$ cat config.mk
export PLATFORM = sky130hd
export DESIGN_NAME = resp_frame_parser_top_flat
export DESIGN_NICKNAME = d
export VERILOG_FILES = /design/src/hdl/rfp_pkg.sv /design/src/hdl/rfp_if.sv /design/src/hdl/rfp_front.sv /design/src/hdl/rfp_queue.sv /design/src/hdl/rfp_back.sv /design/src/hdl/resp_frame_parser_top.sv /design/src/flat_wrapper.sv
export SDC_FILE = /design/constraint.sdc
export NUM_CORES = 1
export LEC_CHECK = 0
export ABC_CLOCK_PERIOD_IN_PS = 13500
export BUFFER_PORTS_ARGS = -buffer_cell sky130_fd_sc_hd__buf_2
export CAP_MARGIN = 20
export CORE_MARGIN = 2
export CORE_UTILIZATION = 39
export DETAILED_ROUTE_END_ITERATION = 10
export PLACE_DENSITY_LB_ADDON = 0.08
export SYNTH_ARGS = -nofsm -noshare
export SYNTH_HDL_FRONTEND = slang
export SYNTH_HIERARCHICAL = 1
export SYNTH_SLANG_ARGS = --single-unit
$ cat constraint.sdc
create_clock -name clk -period 13.5 [get_ports clk]
set_input_delay 1.35 -clock clk [delete_from_list [all_inputs] [get_ports clk]]
set_output_delay 1.35 -clock clk [all_outputs]
set_load 0.03 [all_outputs]
$ cat src/hdl/rfp_pkg.sv
// Shared types, codes and constants of the RESP frame parser.
`default_nettype none
package rfp_pkg;

  localparam int LENGTH_BITS    = 30;
  localparam int COUNT_BITS     = 21;
  localparam int INDEX_BITS     = 20;
  localparam int VALUE_BITS     = 64;
  localparam int CFG_INDEX_BITS = 1;
  localparam int CFG_DATA_BITS  = (LENGTH_BITS > COUNT_BITS) ? LENGTH_BITS : COUNT_BITS;
  localparam int QUEUE_DEPTH    = 2;
  localparam int QPTR_BITS      = $clog2(QUEUE_DEPTH);

  localparam logic [CFG_INDEX_BITS-1:0] CFG_MAX_BULK  = CFG_INDEX_BITS'(0);
  localparam logic [CFG_INDEX_BITS-1:0] CFG_MAX_COUNT = CFG_INDEX_BITS'(1);

  localparam logic [LENGTH_BITS-1:0] MAX_BULK_RESET  = LENGTH_BITS'(64'd536870912);
  localparam logic [COUNT_BITS-1:0]  MAX_COUNT_RESET = COUNT_BITS'(64'd1048576);

  localparam logic [2:0] FT_SIMPLE  = 3'd0;
  localparam logic [2:0] FT_ERROR   = 3'd1;
  localparam logic [2:0] FT_INTEGER = 3'd2;
  localparam logic [2:0] FT_BULK    = 3'd3;
  localparam logic [2:0] FT_NULL    = 3'd4;
  localparam logic [2:0] FT_ARRAY   = 3'd5;

  localparam logic [2:0] ST_OK        = 3'd0;
  localparam logic [2:0] ST_BAD_TYPE  = 3'd1;
  localparam logic [2:0] ST_BAD_LEN   = 3'd2;
  localparam logic [2:0] ST_BAD_INT   = 3'd3;
  localparam logic [2:0] ST_BAD_TERM  = 3'd4;
  localparam logic [2:0] ST_TRUNCATED = 3'd5;
  localparam logic [2:0] ST_TOO_LONG  = 3'd6;

  localparam logic [7:0] CH_CR     = 8'h0d;
  localparam logic [7:0] CH_LF     = 8'h0a;
  localparam logic [7:0] CH_DOLLAR = 8'h24;
  localparam logic [7:0] CH_STAR   = 8'h2a;
  localparam logic [7:0] CH_PLUS   = 8'h2b;
  localparam logic [7:0] CH_MINUS  = 8'h2d;
  localparam logic [7:0] CH_COLON  = 8'h3a;
  localparam logic [7:0] CH_ZERO   = 8'h30;
  localparam logic [7:0] CH_NINE   = 8'h39;

  // largest accumulator that can still take one more digit without leaving signed 64-bit range
  localparam logic [VALUE_BITS-1:0] INT_EDGE = 64'd922337203685477580;

  typedef enum logic [3:0] {
    PH_TYPE, PH_LINE, PH_LINE_LF, PH_INT, PH_INT_LF, PH_LEN, PH_LEN_LF,
    PH_DATA, PH_TRAIL_CR, PH_TRAIL_LF, PH_CNT, PH_CNT_LF, PH_ELEM, PH_DONE
  } phase_t;

  typedef struct packed {
    logic [7:0] data;
    logic       last;
    logic       is_digit;
    logic [3:0] digit;
    logic       is_cr;
    logic       is_lf;
    logic       is_plus;
    logic       is_minus;
    logic       is_colon;
    logic       is_dollar;
    logic       is_star;
  } byte_class_t;

  typedef struct packed {
    logic                         payload_valid;
    logic [7:0]                   payload_byte;
    logic [INDEX_BITS-1:0]        element_index;
    logic                         element_done;
    logic                         frame_done;
    logic [2:0]                   frame_type;
    logic [2:0]                   frame_status;
    logic signed [VALUE_BITS-1:0] integer_value;
    logic [COUNT_BITS-1:0]        array_count;
  } result_t;

endpackage
`default_nettype wire

$ cat src/hdl/rfp_if.sv
// Channel interfaces of the RESP frame parser: byte input and result output.
`default_nettype none
interface rfp_in_if;
  logic       valid;
  logic       ready;
  logic [7:0] data_byte;
  logic       last_byte;
  modport source (output valid, data_byte, last_byte, input ready);
  modport sink (input valid, data_byte, last_byte, output ready);
endinterface

interface rfp_out_if;
  logic                                  valid;
  logic                                  ready;
  logic                                  payload_valid;
  logic [7:0]                            payload_byte;
  logic [rfp_pkg::INDEX_BITS-1:0]        element_index;
  logic                                  element_done;
  logic                                  frame_done;
  logic [2:0]                            frame_type;
  logic [2:0]                            frame_status;
  logic signed [rfp_pkg::VALUE_BITS-1:0] integer_value;
  logic [rfp_pkg::COUNT_BITS-1:0]        array_count;
  modport source (output valid, payload_valid, payload_byte, element_index, element_done,
                  frame_done, frame_type, frame_status, integer_value, array_count,
                  input ready);
  modport sink (input valid, payload_valid, payload_byte, element_index, element_done,
                frame_done, frame_type, frame_status, integer_value, array_count,
                output ready);
endinterface
`default_nettype wire

$ cat src/hdl/rfp_front.sv
// Front stage: accept input bytes and classify them into a registered item.
`default_nettype none
module rfp_front (
  input  logic                 clk,
  input  logic                 rst,
  rfp_in_if.sink               in_ch,
  output rfp_pkg::byte_class_t cls,
  output logic                 cls_valid,
  input  logic                 cls_ready
);
  import rfp_pkg::*;

  byte_class_t cls_next;
  logic        take;

  assign in_ch.ready = !cls_valid || cls_ready;
  assign take        = in_ch.valid && in_ch.ready;

  always_comb begin
    cls_next.data      = in_ch.data_byte;
    cls_next.last      = in_ch.last_byte;
    cls_next.is_digit  = (in_ch.data_byte >= CH_ZERO) && (in_ch.data_byte <= CH_NINE);
    cls_next.digit     = in_ch.data_byte[3:0];
    cls_next.is_cr     = in_ch.data_byte == CH_CR;
    cls_next.is_lf     = in_ch.data_byte == CH_LF;
    cls_next.is_plus   = in_ch.data_byte == CH_PLUS;
    cls_next.is_minus  = in_ch.data_byte == CH_MINUS;
    cls_next.is_colon  = in_ch.data_byte == CH_COLON;
    cls_next.is_dollar = in_ch.data_byte == CH_DOLLAR;
    cls_next.is_star   = in_ch.data_byte == CH_STAR;
  end

  always_ff @(posedge clk) begin
    if (rst) begin
      cls_valid <= 1'b0;
    end else if (take) begin
      cls_valid <= 1'b1;
    end else if (cls_ready) begin
      cls_valid <= 1'b0;
    end
  end

  always_ff @(posedge clk) begin
    if (take) begin
      cls <= cls_next;
    end
  end
endmodule
`default_nettype wire

$ cat src/hdl/rfp_queue.sv
// Short FIFO of classified items between front and back.
`default_nettype none
module rfp_queue (
  input  logic                 clk,
  input  logic                 rst,
  input  rfp_pkg::byte_class_t wr_item,
  input  logic                 wr_valid,
  output logic                 wr_ready,
  output rfp_pkg::byte_class_t rd_item,
  output logic                 rd_valid,
  input  logic                 rd_ready
);
  import rfp_pkg::*;

  byte_class_t          slots [QUEUE_DEPTH];
  logic [QPTR_BITS-1:0] wr_ptr;
  logic [QPTR_BITS-1:0] rd_ptr;
  logic [QPTR_BITS:0]   count;
  logic                 push;
  logic                 pop;

  assign wr_ready = count != (QPTR_BITS + 1)'(QUEUE_DEPTH);
  assign rd_valid = count != '0;
  assign rd_item  = slots[rd_ptr];
  assign push     = wr_valid && wr_ready;
  assign pop      = rd_valid && rd_ready;

  always_ff @(posedge clk) begin
    if (rst) begin
      wr_ptr <= '0;
      rd_ptr <= '0;
      count  <= '0;
    end else begin
      if (push) begin
        wr_ptr <= wr_ptr + 1'b1;
      end
      if (pop) begin
        rd_ptr <= rd_ptr + 1'b1;
      end
      if (push && !pop) begin
        count <= count + 1'b1;
      end else if (pop && !push) begin
        count <= count - 1'b1;
      end
    end
  end

  always_ff @(posedge clk) begin
    if (push) begin
      slots[wr_ptr] <= wr_item;
    end
  end
endmodule
`default_nettype wire

$ cat src/hdl/rfp_back.sv
// Back stage: frame parser state machine and registered result.
`default_nettype none
module rfp_back (
  input  logic                              clk,
  input  logic                              rst,
  input  rfp_pkg::byte_class_t              cls,
  input  logic                              cls_valid,
  output logic                              cls_ready,
  input  logic [rfp_pkg::LENGTH_BITS-1:0]   max_len,
  input  logic [rfp_pkg::COUNT_BITS-1:0]    max_cnt,
  rfp_out_if.source                         out_ch
);
  import rfp_pkg::*;

  phase_t                  phase;
  phase_t                  phase_adv;
  logic [2:0]              held, held_next;
  logic [VALUE_BITS-1:0]   acc, acc_next;
  logic                    neg, neg_next;
  logic                    dseen, dseen_next;
  logic                    istart, istart_next;
  logic [LENGTH_BITS-1:0]  bytes_rem, bytes_rem_next;
  logic [COUNT_BITS-1:0]   elem_rem, elem_rem_next;
  logic [INDEX_BITS-1:0]   cur_elem, cur_elem_next;
  logic [2:0]              sticky, sticky_next;
  logic [COUNT_BITS-1:0]   declared, declared_next;
  logic [2:0]              err;
  logic [2:0]              status;
  logic                    active;
  logic                    step;
  logic [VALUE_BITS-1:0]   lim;
  logic [VALUE_BITS-1:0]   ceil_val;
  logic [VALUE_BITS-1:0]   acc_mul;
  logic                    int_ovf;
  logic [2:0]              len_cr_err;
  phase_t                  fin_phase;
  result_t                 res;
  result_t                 res_q;
  logic                    out_valid;

  assign cls_ready = !out_valid || out_ch.ready;
  assign step      = cls_valid && cls_ready;
  assign active    = sticky == ST_OK;

  assign lim      = (phase == PH_CNT) ? VALUE_BITS'(max_cnt) : VALUE_BITS'(max_len);
  assign ceil_val = neg ? VALUE_BITS'(1) : lim;
  assign acc_mul  = {acc[VALUE_BITS-4:0], 3'b000} + {acc[VALUE_BITS-2:0], 1'b0}
                  + VALUE_BITS'(cls.digit);
  assign int_ovf  = (acc > INT_EDGE)
                  || ((acc == INT_EDGE) && (cls.digit > (neg ? 4'd8 : 4'd7)));
  assign fin_phase = ((held == FT_ARRAY) && (elem_rem != COUNT_BITS'(1))) ? PH_ELEM : PH_DONE;

  always_comb begin
    if (!dseen) begin
      len_cr_err = ST_BAD_LEN;
    end else if (neg && (acc != VALUE_BITS'(1))) begin
      len_cr_err = ST_BAD_LEN;
    end else if (!neg && (acc > lim)) begin
      len_cr_err = ST_TOO_LONG;
    end else begin
      len_cr_err = ST_OK;
    end
  end

  // error found by this byte
  always_comb begin
    err = ST_OK;
    unique case (phase)
      PH_TYPE: begin
        if (!(cls.is_plus || cls.is_minus || cls.is_colon || cls.is_dollar || cls.is_star)) begin
          err = ST_BAD_TYPE;
        end
      end
      PH_LINE: err = ST_OK;
      PH_LINE_LF, PH_INT_LF, PH_LEN_LF, PH_CNT_LF, PH_TRAIL_LF: begin
        if (!cls.is_lf) begin
          err = ST_BAD_TERM;
        end
      end
      PH_INT: begin
        if ((cls.is_plus || cls.is_minus) && !istart) begin
          err = ST_OK;
        end else if (cls.is_digit) begin
          err = int_ovf ? ST_BAD_INT : ST_OK;
        end else if (cls.is_cr) begin
          err = dseen ? ST_OK : ST_BAD_INT;
        end else begin
          err = ST_BAD_INT;
        end
      end
      PH_LEN, PH_CNT: begin
        if (cls.is_minus && !dseen && !neg) begin
          err = ST_OK;
        end else if (cls.is_digit) begin
          err = ST_OK;
        end else if (cls.is_cr) begin
          err = len_cr_err;
        end else begin
          err = ST_BAD_LEN;
        end
      end
      PH_DATA: err = ST_OK;
      PH_TRAIL_CR: begin
        if (!cls.is_cr) begin
          err = ST_BAD_TERM;
        end
      end
      PH_ELEM: begin
        if (!cls.is_dollar) begin
          err = ST_BAD_TYPE;
        end
      end
      PH_DONE: begin
        if (held > FT_INTEGER) begin
          err = ST_TRUNCATED;
        end
      end
      default: err = ST_OK;
    endcase
  end

  // next state
  always_comb begin
    phase_adv = phase;
    if (active && (err == ST_OK)) begin
      unique case (phase)
        PH_TYPE: begin
          if (cls.is_plus || cls.is_minus) begin
            phase_adv = PH_LINE;
          end else if (cls.is_colon) begin
            phase_adv = PH_INT;
          end else if (cls.is_dollar) begin
            phase_adv = PH_LEN;
          end else begin
            phase_adv = PH_CNT;
          end
        end
        PH_LINE:     if (cls.is_cr) phase_adv = PH_LINE_LF;
        PH_LINE_LF:  phase_adv = PH_DONE;
        PH_INT:      if (cls.is_cr) phase_adv = PH_INT_LF;
        PH_INT_LF:   phase_adv = PH_DONE;
        PH_LEN:      if (cls.is_cr) phase_adv = PH_LEN_LF;
        PH_LEN_LF: begin
          if (neg) begin
            phase_adv = fin_phase;
          end else begin
            phase_adv = (acc[LENGTH_BITS-1:0] != '0) ? PH_DATA : PH_TRAIL_CR;
          end
        end
        PH_DATA:     if (bytes_rem == LENGTH_BITS'(1)) phase_adv = PH_TRAIL_CR;
        PH_TRAIL_CR: phase_adv = PH_TRAIL_LF;
        PH_TRAIL_LF: phase_adv = fin_phase;
        PH_CNT:      if (cls.is_cr) phase_adv = PH_CNT_LF;
        PH_CNT_LF: begin
          if (!neg && (acc[COUNT_BITS-1:0] != '0)) begin
            phase_adv = PH_ELEM;
          end else begin
            phase_adv = PH_DONE;
          end
        end
        PH_ELEM:     phase_adv = PH_LEN;
        PH_DONE:     phase_adv = PH_DONE;
        default:     phase_adv = PH_TYPE;
      endcase
    end
  end

  // datapath and result
  always_comb begin
    held_next      = held;
    acc_next       = acc;
    neg_next       = neg;
    dseen_next     = dseen;
    istart_next    = istart;
    bytes_rem_next = bytes_rem;
    elem_rem_next  = elem_rem;
    cur_elem_next  = cur_elem;
    sticky_next    = sticky;
    declared_next  = declared;
    res            = '0;
    status         = ST_OK;
    if (active) begin
      if (err != ST_OK) begin
        sticky_next = err;
      end else begin
        case (phase)
          PH_TYPE: begin
            acc_next    = '0;
            neg_next    = 1'b0;
            dseen_next  = 1'b0;
            istart_next = 1'b0;
            if (cls.is_minus) begin
              held_next = FT_ERROR;
            end else if (cls.is_plus) begin
              held_next = FT_SIMPLE;
            end else if (cls.is_colon) begin
              held_next = FT_INTEGER;
            end else if (cls.is_dollar) begin
              held_next = FT_BULK;
            end else begin
              held_next = FT_ARRAY;
            end
          end
          PH_LINE: begin
            if (!cls.is_cr) begin
              res.payload_valid = 1'b1;
              res.payload_byte  = cls.data;
            end
          end
          PH_INT: begin
            if ((cls.is_plus || cls.is_minus) && !istart) begin
              neg_next    = cls.is_minus;
              istart_next = 1'b1;
            end else if (cls.is_digit) begin
              istart_next = 1'b1;
              acc_next    = acc_mul;
              dseen_next  = 1'b1;
            end
          end
          PH_LEN, PH_CNT: begin
            if (cls.is_minus && !dseen && !neg) begin
              neg_next = 1'b1;
            end else if (cls.is_digit) begin
              acc_next   = (acc_mul > ceil_val) ? ceil_val + 1'b1 : acc_mul;
              dseen_next = 1'b1;
            end
          end
          PH_LEN_LF, PH_TRAIL_LF: begin
            if ((phase == PH_LEN_LF) && !neg) begin
              bytes_rem_next = acc[LENGTH_BITS-1:0];
            end else begin
              if (held == FT_BULK) begin
                held_next = (phase == PH_LEN_LF) ? FT_NULL : FT_BULK;
              end
              res.element_done = 1'b1;
              if (held == FT_ARRAY) begin
                res.element_index = cur_elem;
                cur_elem_next     = cur_elem + 1'b1;
                elem_rem_next     = elem_rem - 1'b1;
              end
            end
          end
          PH_DATA: begin
            res.payload_valid = 1'b1;
            res.payload_byte  = cls.data;
            if (held == FT_ARRAY) begin
              res.element_index = cur_elem;
            end
            bytes_rem_next = bytes_rem - 1'b1;
          end
          PH_CNT_LF: begin
            if (neg) begin
              held_next = FT_NULL;
            end else begin
              declared_next = acc[COUNT_BITS-1:0];
              elem_rem_next = acc[COUNT_BITS-1:0];
              cur_elem_next = '0;
            end
          end
          PH_ELEM: begin
            acc_next   = '0;
            neg_next   = 1'b0;
            dseen_next = 1'b0;
          end
          default: begin
          end
        endcase
      end
    end
    if (cls.last) begin
      if (sticky_next != ST_OK) begin
        status = sticky_next;
      end else if (phase_adv != PH_DONE) begin
        status = ST_TRUNCATED;
      end
      res.frame_done   = 1'b1;
      res.frame_type   = held_next;
      res.frame_status = status;
      if ((held_next == FT_INTEGER) && (status == ST_OK)) begin
        res.integer_value = neg ? -acc : acc;
      end
      if ((held_next == FT_ARRAY) && (status == ST_OK)) begin
        res.array_count = declared_next;
      end
      held_next      = FT_SIMPLE;
      acc_next       = '0;
      neg_next       = 1'b0;
      dseen_next     = 1'b0;
      istart_next    = 1'b0;
      bytes_rem_next = '0;
      elem_rem_next  = '0;
      cur_elem_next  = '0;
      sticky_next    = ST_OK;
      declared_next  = '0;
    end
  end

  always_ff @(posedge clk) begin
    if (rst) begin
      phase     <= PH_TYPE;
      held      <= FT_SIMPLE;
      acc       <= '0;
      neg       <= 1'b0;
      dseen     <= 1'b0;
      istart    <= 1'b0;
      bytes_rem <= '0;
      elem_rem  <= '0;
      cur_elem  <= '0;
      sticky    <= ST_OK;
      declared  <= '0;
      out_valid <= 1'b0;
    end else begin
      if (step) begin
        phase     <= cls.last ? PH_TYPE : phase_adv;
        held      <= held_next;
        acc       <= acc_next;
        neg       <= neg_next;
        dseen     <= dseen_next;
        istart    <= istart_next;
        bytes_rem <= bytes_rem_next;
        elem_rem  <= elem_rem_next;
        cur_elem  <= cur_elem_next;
        sticky    <= sticky_next;
        declared  <= declared_next;
        out_valid <= 1'b1;
      end else if (out_ch.ready) begin
        out_valid <= 1'b0;
      end
    end
  end

  always_ff @(posedge clk) begin
    if (step) begin
      res_q <= res;
    end
  end

  assign out_ch.valid         = out_valid;
  assign out_ch.payload_valid = res_q.payload_valid;
  assign out_ch.payload_byte  = res_q.payload_byte;
  assign out_ch.element_index = res_q.element_index;
  assign out_ch.element_done  = res_q.element_done;
  assign out_ch.frame_done    = res_q.frame_done;
  assign out_ch.frame_type    = res_q.frame_type;
  assign out_ch.frame_status  = res_q.frame_status;
  assign out_ch.integer_value = res_q.integer_value;
  assign out_ch.array_count   = res_q.array_count;
endmodule
`default_nettype wire

$ cat src/hdl/resp_frame_parser_top.sv
// Top level of the RESP frame parser: configuration registers and stage wiring.
//
// Usage:
//   in_ch carries one frame byte per item (data_byte, last_byte marks the end
//   of the buffer); out_ch returns exactly one result item per input item.
//   Throughput is one byte per cycle while out_ch is ready; the back stage does
//   one multiply-by-ten add and compare per byte. From input accept to result
//   valid, an item passes the classify register, a queue slot and the result
//   register, in that order.
//   When out_ch stalls, the result register holds, the queue fills, and
//   in_ch.ready drops once the front register and the queue are full.
//   Configuration: cfg_we writes cfg_data to register cfg_index
//   (0 max bulk length, 1 max array count); write only while idle.
//   Reset (rst, synchronous, active high) empties the pipeline, returns the
//   parser to the type-byte phase and loads the default limits.
`default_nettype none
module resp_frame_parser_top (
  input  logic                                clk,
  input  logic                                rst,
  rfp_in_if.sink                              in_ch,
  rfp_out_if.source                           out_ch,
  input  logic                                cfg_we,
  input  logic [rfp_pkg::CFG_INDEX_BITS-1:0]  cfg_index,
  input  logic [rfp_pkg::CFG_DATA_BITS-1:0]   cfg_data
);
  import rfp_pkg::*;

  logic [LENGTH_BITS-1:0] max_len;
  logic [COUNT_BITS-1:0]  max_cnt;
  byte_class_t            f_item;
  logic                   f_valid;
  logic                   f_ready;
  byte_class_t            q_item;
  logic                   q_valid;
  logic                   q_ready;

  always_ff @(posedge clk) begin
    if (rst) begin
      max_len <= MAX_BULK_RESET;
      max_cnt <= MAX_COUNT_RESET;
    end else if (cfg_we) begin
      case (cfg_index)
        CFG_MAX_BULK:  max_len <= cfg_data[LENGTH_BITS-1:0];
        CFG_MAX_COUNT: max_cnt <= cfg_data[COUNT_BITS-1:0];
        default: begin
        end
      endcase
    end
  end

  rfp_front u_front (
    .clk       (clk),
    .rst       (rst),
    .in_ch     (in_ch),
    .cls       (f_item),
    .cls_valid (f_valid),
    .cls_ready (f_ready)
  );

  rfp_queue u_queue (
    .clk      (clk),
    .rst      (rst),
    .wr_item  (f_item),
    .wr_valid (f_valid),
    .wr_ready (f_ready),
    .rd_item  (q_item),
    .rd_valid (q_valid),
    .rd_ready (q_ready)
  );

  rfp_back u_back (
    .clk       (clk),
    .rst       (rst),
    .cls       (q_item),
    .cls_valid (q_valid),
    .cls_ready (q_ready),
    .max_len   (max_len),
    .max_cnt   (max_cnt),
    .out_ch    (out_ch)
  );

  a_verdict_only_on_done: assert property (@(posedge clk) disable iff (rst)
    (out_ch.valid && !out_ch.frame_done) |->
      (out_ch.frame_type == FT_SIMPLE && out_ch.frame_status == ST_OK))
    else $error("verdict fields set on a result without frame_done");

  a_value_only_when_ok: assert property (@(posedge clk) disable iff (rst)
    (out_ch.valid && out_ch.frame_status != ST_OK) |->
      (out_ch.integer_value == '0 && out_ch.array_count == '0))
    else $error("integer value or array count reported on a failed frame");

  a_done_not_payload: assert property (@(posedge clk) disable iff (rst)
    (out_ch.valid && out_ch.element_done) |-> !out_ch.payload_valid)
    else $error("element_done on a payload byte");
endmodule
`default_nettype wire

$ cat src/flat_wrapper.sv
// flat-port wrapper written by rule: the top's interface ports become plain ports
module resp_frame_parser_top_flat import rfp_pkg::*;
  (clk, rst, cfg_we, cfg_index, cfg_data, in_ch_valid, in_ch_data_byte, in_ch_last_byte, in_ch_ready, out_ch_valid, out_ch_payload_valid, out_ch_payload_byte, out_ch_element_index, out_ch_element_done, out_ch_frame_done, out_ch_frame_type, out_ch_frame_status, out_ch_integer_value, out_ch_array_count, out_ch_ready);
  rfp_in_if in_ch_i ();
  rfp_out_if out_ch_i ();
  input  logic clk;
  input  logic rst;
  input  logic cfg_we;
  input  logic [rfp_pkg::CFG_INDEX_BITS-1:0] cfg_index;
  input  logic [rfp_pkg::CFG_DATA_BITS-1:0] cfg_data;
  input wire logic [$bits(in_ch_i.valid)-1:0] in_ch_valid;
  input wire logic [$bits(in_ch_i.data_byte)-1:0] in_ch_data_byte;
  input wire logic [$bits(in_ch_i.last_byte)-1:0] in_ch_last_byte;
  output wire logic [$bits(in_ch_i.ready)-1:0] in_ch_ready;
  output wire logic [$bits(out_ch_i.valid)-1:0] out_ch_valid;
  output wire logic [$bits(out_ch_i.payload_valid)-1:0] out_ch_payload_valid;
  output wire logic [$bits(out_ch_i.payload_byte)-1:0] out_ch_payload_byte;
  output wire logic [$bits(out_ch_i.element_index)-1:0] out_ch_element_index;
  output wire logic [$bits(out_ch_i.element_done)-1:0] out_ch_element_done;
  output wire logic [$bits(out_ch_i.frame_done)-1:0] out_ch_frame_done;
  output wire logic [$bits(out_ch_i.frame_type)-1:0] out_ch_frame_type;
  output wire logic [$bits(out_ch_i.frame_status)-1:0] out_ch_frame_status;
  output wire logic [$bits(out_ch_i.integer_value)-1:0] out_ch_integer_value;
  output wire logic [$bits(out_ch_i.array_count)-1:0] out_ch_array_count;
  input wire logic [$bits(out_ch_i.ready)-1:0] out_ch_ready;
  assign in_ch_i.valid = in_ch_valid;
  assign in_ch_i.data_byte = in_ch_data_byte;
  assign in_ch_i.last_byte = in_ch_last_byte;
  assign in_ch_ready = in_ch_i.ready;
  assign out_ch_valid = out_ch_i.valid;
  assign out_ch_payload_valid = out_ch_i.payload_valid;
  assign out_ch_payload_byte = out_ch_i.payload_byte;
  assign out_ch_element_index = out_ch_i.element_index;
  assign out_ch_element_done = out_ch_i.element_done;
  assign out_ch_frame_done = out_ch_i.frame_done;
  assign out_ch_frame_type = out_ch_i.frame_type;
  assign out_ch_frame_status = out_ch_i.frame_status;
  assign out_ch_integer_value = out_ch_i.integer_value;
  assign out_ch_array_count = out_ch_i.array_count;
  assign out_ch_i.ready = out_ch_ready;
  resp_frame_parser_top u_core (.clk(clk), .rst(rst), .in_ch(in_ch_i), .out_ch(out_ch_i), .cfg_we(cfg_we), .cfg_index(cfg_index), .cfg_data(cfg_data));
endmodule
Yosys cells after proc, flatten, opt, wreduce, memory -nomap -nowiden
Memories as Yosys holds them, arrays and structs flattened. A register that Yosys moved wholly into a read port is not among the register bits.
Index checks and enable logic that the tools add are counted.
{"block": "op_classes", "order_cmp": 7, "addsub": 11, "n_bitwise": 3, "n_mux": 124, "n_eq_ne": 42, "n_reduce_logical": 66}
{"op": "$mux 64", "count": 10}
{"op": "$mux 21", "count": 13}
{"op": "$pmux 64 s3", "count": 1}
{"op": "$mux 30", "count": 6}
{"op": "$mux 20", "count": 7}
{"op": "$gt 64x30->1", "count": 2}
{"op": "$mux 92", "count": 1}
{"op": "$pmux 20 s2", "count": 2}
{"op": "$mux 3", "count": 26}
{"op": "$add 64x4->64", "count": 1}
{"op": "$add 64x64->64", "count": 1}
{"op": "$eq 64x60->1 const B", "count": 1}
{"op": "$gt 64x60->1 const B", "count": 1}
{"op": "$ne 64x1->1 const B", "count": 1}
{"op": "$neg 64->64", "count": 1}
{"op": "$pmux 30 s2", "count": 1}
{"op": "$mux 4", "count": 13}
{"op": "$pmux 4 s12", "count": 1}
{"op": "$pmux 21 s2", "count": 1}
{"op": "$eq 8x6->1 const B", "count": 5}
{"op": "$add 30x1->31 const B", "count": 1}
{"op": "$eq 30x1->1 const B", "count": 1}
{"op": "$reduce_bool 30->1", "count": 1}
{"op": "$sub 30x1->30 const B", "count": 1}
{"op": "other kinds (48)", "count": 154}
{"block": "totals", "output_inout_bits": 124, "input_bits": 45, "word_cells": 292, "register_bits": 369, "mem_count": 1, "ram_bits": 42}
{"memory": "u_core.u_queue.slots", "words": 2, "word_bits": 21, "read_ports": 1, "rd_clocked_by_memory_dff": 1, "wr": 1, "line": "rfp_queue.sv:15", "rtl": "byte_class_t slots [QUEUE_DEPTH];"}

Logic depth before layout (Yosys ltp)
Gate-level depths: netlist (run 1).
{"block": "logic_depth", "ltp_word": 22, "ltp_mapped": 30, "mapped_depth_nobuf": 28}

By module
The synthesis (run 1) kept the hierarchy.
{"module": "rfp_back", "seq_area_each_um2": 7066.8, "n_inst": 1, "cells_each": 2764, "area_per_inst_um2": 22363.9}
{"module": "resp_frame_parser_top", "seq_area_each_um2": 1021.0, "n_inst": 1, "cells_each": 202, "area_per_inst_um2": 2134.5}
{"module": "rfp_queue", "seq_area_each_um2": 1361.3, "n_inst": 1, "cells_each": 89, "area_per_inst_um2": 1730.4}
{"module": "rfp_front", "seq_area_each_um2": 530.5, "n_inst": 1, "cells_each": 42, "area_per_inst_um2": 701.9}

Least setup slack after synthesis (run 1)
No wires, ideal clock.
{"block": "synth_path", "path_kind": "reg2reg", "start": "register with a tool-made name", "end": "register u_core.u_back.acc[26]", "setup_slack_ns": 7.427, "required_ns": 13.378, "arrival_time_ns": 5.951, "setup_time_ns": 0.122, "period_less_slack_ns": 6.073, "path_stages_with_launch": 29, "path_buffers": 2, "cell_sequence": "dfxtp_1 buf_2 mux2_2 fa_1 inv_1 fa_1 nand2b_1 a21oi_1 o21bai_1 a211o_1 nor2b_1 nor3_1 nor2_1 inv_1 a21oi_1 xor2_1 inv_1 ha_1 a21o_1 a221oi_1 nand3_1 a21oi_1 o211ai_1 nor4_1 nand4_1 nor3_2 buf_2 mux2i_1 a221o_1"}
{"element": "end signal, assigned", "line": "rfp_back.sv:316", "rtl": "acc <= acc_next;"}
{"element": "end, declared", "line": "rfp_back.sv:18", "rtl": "logic [VALUE_BITS-1:0] acc, acc_next;"}

==> impl_metrics.csv, run 1 <==
group,metric,value,unit
setup_path,worst-path-max-fanout,32,
routing,top_layer,"met4",
power,worst_ir_drop_vdd,99.1,µV
job,maxCapViolCount,0,
grt,grt_remaining_overflow,0,
placement,dp_hpwl,66600,µm
clocking,tritoncts,"done",
placement,place_area,28400,µm²
synth,synth.top_cell.area_share,0.202,
floorplanning,num_io_pins,169,
sta,hold_viol,0,
power,switchingPower,1.55,mW
grt,first_global_vias,22861,
clocking,clock_sinks,408,
synth,yosysWarnings,6,
floorplanning,num_rows,96,
floorplanning,die_h,267,µm
grt,grt_pass1_wl,136000,µm
routing,routedWlPerCell,21.8,µm
floorplanning,die_x,267,µm
grt,gr-usage-all-layers,0.244,
cells_and_area,nets,3410,
sta,period_minus_slack,7.36,ns
grt,grt_max_degree,113,
routing,vias_per_cell,5.84,
synth,synth.avg_cell_area,8.70,µm²
power,p_seq_frac,0.379,
run_status,outcome,"finished clean",
power,total_leakage_power,12.0,nW
sta,setup_violations,0,
sta,rsz0062_at_grt,"false",
setup_path,end_kind,"flip-flop",
synth,synth_top_cell_by_area,"edfxtp_1",
synth,synth.distinct_cells,93,
cells_and_area,n_fill_cell,6695,
sta,fmax,136,MHz
routing,routed_wl,89000,µm
setup_path,critPathKind,"flip-flop to flip-flop",
floorplanning,core_area,68500,µm²
placement,gp_congestion,0.943,
power,switching_share,0.366,
sta,final.period_utilization,0.545,
routing,ant_nets,0,
setup_path,cp_data_required_time,13.98,ns
routing,dr.pass1.iters,5,
clocking,insertion_delay,0.61,ns
sta,final.setup.tns,0,ns
routing,drt_iter0_drc,1888,
cells_and_area,syn_to_final_growth,11.6,%
clocking,cts_buffers,49,
sta,slew_viol_final,0,
cells_and_area,regArea,9980,µm²
placement,port_buffers,168,
setup_path,critPathLaunchType,"flip-flop",
synth,ys.flop_type,"dfxtp_1",
synth,netlist_instances,3097,
synth,synth_edf_count,181,
power,p_comb_frac,0.298,
cells_and_area,drive_above_1_share,0.111,
sta,worstMarginPinSlew,1.18,ns
routing,wirelength_met1,41000,µm
power,cellPowerDensity,141,nW/µm²
synth,synth-seq-area-share,0.371,
routing,num_vias,23904,
synth,synth_area_leaders,"edfxtp_1 20%, dfxtp_1 17%, ha_1 9.1%",
cells_and_area,final_area,30000,µm²
power,p_int,2.69,mW
routing,wl_met2,38900,µm
cells_and_area,post-route-util,0.439,
routing,route.detailed.drc,0,
sta,relSlewSlack,0.211,
clocking,htreeDepth,2,
cells_and_area,antennaDiodeCount,0,
setup_path,worstPathArrival,7.84,ns
clocking,cts_resized,0,
clocking,clk_pin_slew,0.06,ns
setup_path,critPathTopFamily,"compound AO/OA/AOI/OAI gates",
floorplanning,initial_utilization,0.393,
synth,ys_ff_latch,408,
clocking,cts_setup_buffers,0,
grt,antenna_found_initial,0,
setup_path,cpPeakStageDelay,0.57,ns
power,power.total,4.24,mW
clocking,cts_buffer_depth,3,
clocking,cts_hold_buf,0,
setup_path,slowest_stage,"fa_1",
setup_path,crit_buf_inv,5,
synth,syn_nets,3339,
synth,async_reset_ff_frac,0,
synth,synth_area,26900,µm²
hold_path,min_path_type,"flip-flop to flip-flop",
cells_and_area,multi_input_area,16000,µm²
sta,fin_worst_skew,0.0288,ns
power,pwr-share-clk,0.322,
routing,wl_met3,5730,µm
floorplanning,die_area,71200,µm²
clocking,cts-root-buf,"clkbuf_16",
-- synthesized netlist by cell type (all sizes together) (55+ instances only) --
library cell  count
a21oi           241
xnor2            63
dfxtp           227
edfxtp          181
nand2b           92
nand2           304
ha              195
nand3            57
inv              55
nor3             74
nand4            62
mux2i            95
clkbuf          131
nor2            349
a22oi            69
xor2            100
o21ai           229
-- layout make-up --
type / count / share of cell area
Timing Repair Buffer: 199 / 0.0361
Inverter: 57 / 0.00729
Clock inverter: 29 / 0.0113
Clock buffer: 62 / 0.0441
Tap cell: 882 / 0.0367
Multi-Input combinational cell: 2453 / 0.532
Sequential cell: 408 / 0.332
-- routing by layer --
layer | vias to the layer above | global-route usage
met1 | 11419 | 0.335
met5 | - | 0
met4 | 0 | 0.0906
met2 | 805 | 0.381
met3 | 163 | 0.0441
li1 | 11517 | -
-- power by group through the flow --
stage / Clock (mW) / Combinational, mW / Sequential, mW
CTS: 1.40 / 1.27 / 1.61
finish: 1.37 / 1.27 / 1.61
global placement: 0 / 1.25 / 1.63
global route: 1.45 / 1.38 / 1.63
floorplan: 0 / 0.644 / 1.88
detailed placement: 0 / 1.26 / 1.64
-- state kept, by name (all words and copies together), names as in the netlist, 4 cells and up, named ones only --
signal and flops:
u_core/u_back/acc 64, u_core/u_back/out_ch.integer_value 64, u_core/u_queue/slots 42, u_core/max_len 30, u_core/u_back/bytes_rem 30, u_core/max_cnt 21
u_core/u_back/declared 21, u_core/u_back/elem_rem 21, u_core/u_back/out_ch.array_count 21, u_core/u_back/cur_elem 20, u_core/u_back/out_ch.element_index 20, u_core/u_front/cls 17
u_core/u_back/out_ch.payload_byte 8, u_core/u_back/phase 4
-- cells in the final DEF, fill, tap and decap left out, types with 92 or more instances in the layout --
cell type	netlist	final
a21oi_1	241	241
buf_2	15	167
dfxtp_1	227	226
edfxtp_1	181	181
ha_1	195	195
mux2i_1	95	95
nand2_1	303	303
nand2b_1	92	92
nor2_1	348	348
o21ai_0	220	219
xor2_1	100	100
-- metrics by stage --
stage | hold WS, ns | std cells | worst slack [ns]
floorplan | 0.421 | 3097 | 7.43
global placement | 0.427 | 3996 | 6.38
detailed placement | 0.430 | 3997 | 6.24
CTS | 0.444 | 4088 | 6.20
global route | 0.460 | 4090 | 5.67
finish | 0.443 | 4090 | 6.14
-- final timing paths --
kind | end | depth (start not counted) | slack [ns] | start
worst min register to register | u_core/u_queue/slots[0][19] | 0 | 0.44 | u_core/u_front/cls[19]
worst max-delay path | u_core/u_back/acc[18] | 28 | 6.14 | flip-flop
worst min-delay path | u_core/u_queue/slots[0][19] | 0 | 0.44 | u_core/u_front/cls[19]
worst max register to register | u_core/u_back/acc[18] | 28 | 6.14 | flip-flop
-- cells by family (layout without fill, tap and decap cells) --
family | Yosys count | in the layout | synth area share
AOI/OAI and AO/OA | 792 | 792 | 0.183
xor gates and xnor gates | 163 | 163 | 0.0530
adders and majority gates | 197 | 197 | 0.0921
buffers and inverters | 236 | 347 | 0.0372
DFF | 408 | 408 | 0.371
muxes | 118 | 118 | 0.0449
and+or+nand+nor | 1183 | 1183 | 0.219
(Power assumes the default switching activity.)
==> run 2: changes to the inputs <==
--- a/config.mk
+++ b/config.mk
@@ -5,7 +5,7 @@
 export SDC_FILE = /design/constraint.sdc
 export NUM_CORES = 1
 export LEC_CHECK = 0
-export ABC_CLOCK_PERIOD_IN_PS = 13500
+export ABC_CLOCK_PERIOD_IN_PS = 7600
 export BUFFER_PORTS_ARGS = -buffer_cell sky130_fd_sc_hd__buf_2
 export CAP_MARGIN = 20
 export CORE_MARGIN = 2
==> constraint.sdc (replaced) <==
create_clock -name clk -period 7.6 [get_ports clk]
set_input_delay 0.76 -clock clk [delete_from_list [all_inputs] [get_ports clk]]
set_output_delay 0.76 -clock clk [all_outputs]
set_load 0.03 [all_outputs]
==> run 2 against run 1 <==
  * Critical path depth unchanged
  * Register-to-register slack got worse by 5.5 ns
  * Sequential share of layout area decreased by 0.12 points
  * Sequential power increased by 77%
  * Global-route usage about the same
  * Clock skew decreased by 0.016 ns
  * Design area increased by 0.36%
  * Fmax increased by 5.1%
  * Wire length increased by 0.19%
  * Power increased by 79%
  * Largest power group unchanged
  * Core utilization increased by 0.16 points
==> impl_metrics.csv, run 2 (synthesis gave the netlist of run 1 again) <==
group,metric,value,unit
hold_path,min_path_type,"input port to flip-flop",
placement,placedCellCount,4008,
cells_and_area,layout_commonest_cell,"nor2_1",
cells_and_area,final_cell_mix,"348 x nor2_1, 303 x nand2_1, 241 x a21oi_1",
routing,ant_nets,0,
grt,grt_max_degree,90,
setup_path,critPathTopFamily,"simple AND/OR/NAND/NOR gates",
power,p_seq_frac,0.376,
grt,gr-usage-all-layers,0.244,
routing,route.detailed.drc,0,
setup_path,end_kind,"flip-flop",
power,cellPowerDensity,251,nW/µm²
clocking,cts_setup_buffers,0,
power,switchingPower,2.73,mW
floorplanning,die_x,267,µm
clocking,clk_pin_slew,0.06,ns
grt,grt_remaining_overflow,0,
routing,routed_wl,89100,µm
sta,finalHoldWorstSlack,0.357,ns
power,worst_ir_drop_vdd,179,µV
setup_path,cpPeakStageDelay,0.60,ns
floorplanning,initial_utilization,0.393,
power,p_comb_frac,0.297,
cells_and_area,drive_above_1_share,0.113,
placement,gp_congestion,0.929,
sta,final.period_utilization,0.922,
setup_path,worstPathArrival,7.43,ns
cells_and_area,post-route-util,0.440,
clocking,cts_resized,0,
clocking,cts_buffers,48,
floorplanning,die_h,267,µm
floorplanning,num_io_pins,169,
job,maxCapViolCount,0,
sta,slew_viol_final,0,
sta,worstMarginPinSlew,1.03,ns
clocking,tritoncts,"done",
sta,final.setup.tns,0,ns
routing,drt_iter0_drc,1876,
sta,period_minus_slack,7.01,ns
setup_path,critPathLaunchType,"flip-flop",
setup_path,slowest_stage,"dfxtp_1",
setup_path,worst-path-max-fanout,18,
floorplanning,num_rows,96,
floorplanning,die_area,71200,µm²
power,power.total,7.58,mW
cells_and_area,n_fill_cell,6721,
setup_path,cp_data_required_time,8.03,ns
clocking,htreeDepth,2,
sta,rsz0062_at_grt,"false",
routing,routedWlPerCell,21.7,µm
placement,port_buffers,168,
sta,hold_viol,0,
routing,wl_met3,4590,µm
cells_and_area,syn_to_final_growth,12.0,%
floorplanning,core_area,68500,µm²
run_status,outcome,"finished clean",
setup_path,crit_buf_inv,4,
grt,antenna_found_initial,1,
routing,wl_met2,40500,µm
routing,dr.pass1.iters,7,
placement,dp_hpwl,67300,µm
power,p_int,4.85,mW
cells_and_area,nets,3419,
grt,grt_pass1_wl,136000,µm
sta,fmax,143,MHz
clocking,insertion_delay,0.58,ns
clocking,cts_buffer_depth,3,
power,total_leakage_power,12.0,nW
routing,num_vias,23905,
clocking,cts_hold_buf,0,
routing,wirelength_met1,42000,µm
cells_and_area,final_cells,4098,
grt,first_global_vias,23000,
setup_path,critPathKind,"flip-flop to flip-flop",
sta,fin_worst_skew,0.0130,ns
power,switching_share,0.360,
clocking,cts-root-buf,"clkbuf_16",
power,pwr-share-clk,0.327,
sta,relSlewSlack,0.295,
clocking,clock_sinks,408,
sta,setup_violations,0,
routing,top_layer,"met4",
routing,vias_per_cell,5.83,
cells_and_area,antennaDiodeCount,0,
[run 2: cell types whose count changed in the layout (fill, tap and decap cells not counted), sizes merged]
cell / before / now
inv: 60 / 59
clkinvlp: 3 / 2
clkinv: 17 / 15
bufinv: 6 / 8
buf: 198 / 209
dlymetal6s2s: 1 / 0
[run 2: cell type report]
cell class | instances | area [µm²] | area share
multi-input combinational | 2453 | 16000 | 0.530
sequential | 408 | 9980 | 0.331
clock buffer | 62 | 1340 | 0.0443
timing repair buffer | 209 | 1150 | 0.0382
tap | 882 | 1100 | 0.0366
clock inverter | 27 | 370 | 0.0123
inverter | 57 | 219 | 0.00726
[run 2: through the flow]
step | worst slack (ns) | cell area, µm²
finish | 0.592 | 30200
global placement | 0.827 | 28400
CTS | 0.673 | 30100
detailed placement | 0.745 | 28400
floorplan | 1.53 | 26900
global route | 0.108 | 30200
[run 2: path summary, 6_finish.rpt]
kind                               start                           to  slack [ns]  cells past startpoint
setup / recovery               flip-flop         u_core/u_back/acc[5]        0.59                     28
setup reg to reg               flip-flop         u_core/u_back/acc[5]        0.59                     28
hold / removal           in_ch_last_byte       u_core/u_front/cls[12]        0.36                      1
hold reg to reg   u_core/u_front/cls[18]  u_core/u_queue/slots[0][18]        0.45                      0
[run 2: layer usage]
layer / global-route usage / vias up
met5: 0 / -
met4: 0.0644 / 0
met3: 0.0307 / 118
met2: 0.395 / 707
met1: 0.342 / 11572
li1: - / 11508
[run 2: power by group through the flow]
| stage | logic [mW] | registers (mW) | clock network, mW |
|---|---|---|---|
| 6_report | 2.25 | 2.85 | 2.48 |
| 2_1_floorplan | 1.14 | 3.34 | 0 |
| 3_3_place_gp | 2.21 | 2.89 | 0 |
| 3_5_place_dp | 2.25 | 2.89 | 0 |
| 5_1_grt | 2.44 | 2.88 | 2.63 |
| 4_1_cts | 2.26 | 2.85 | 2.55 |
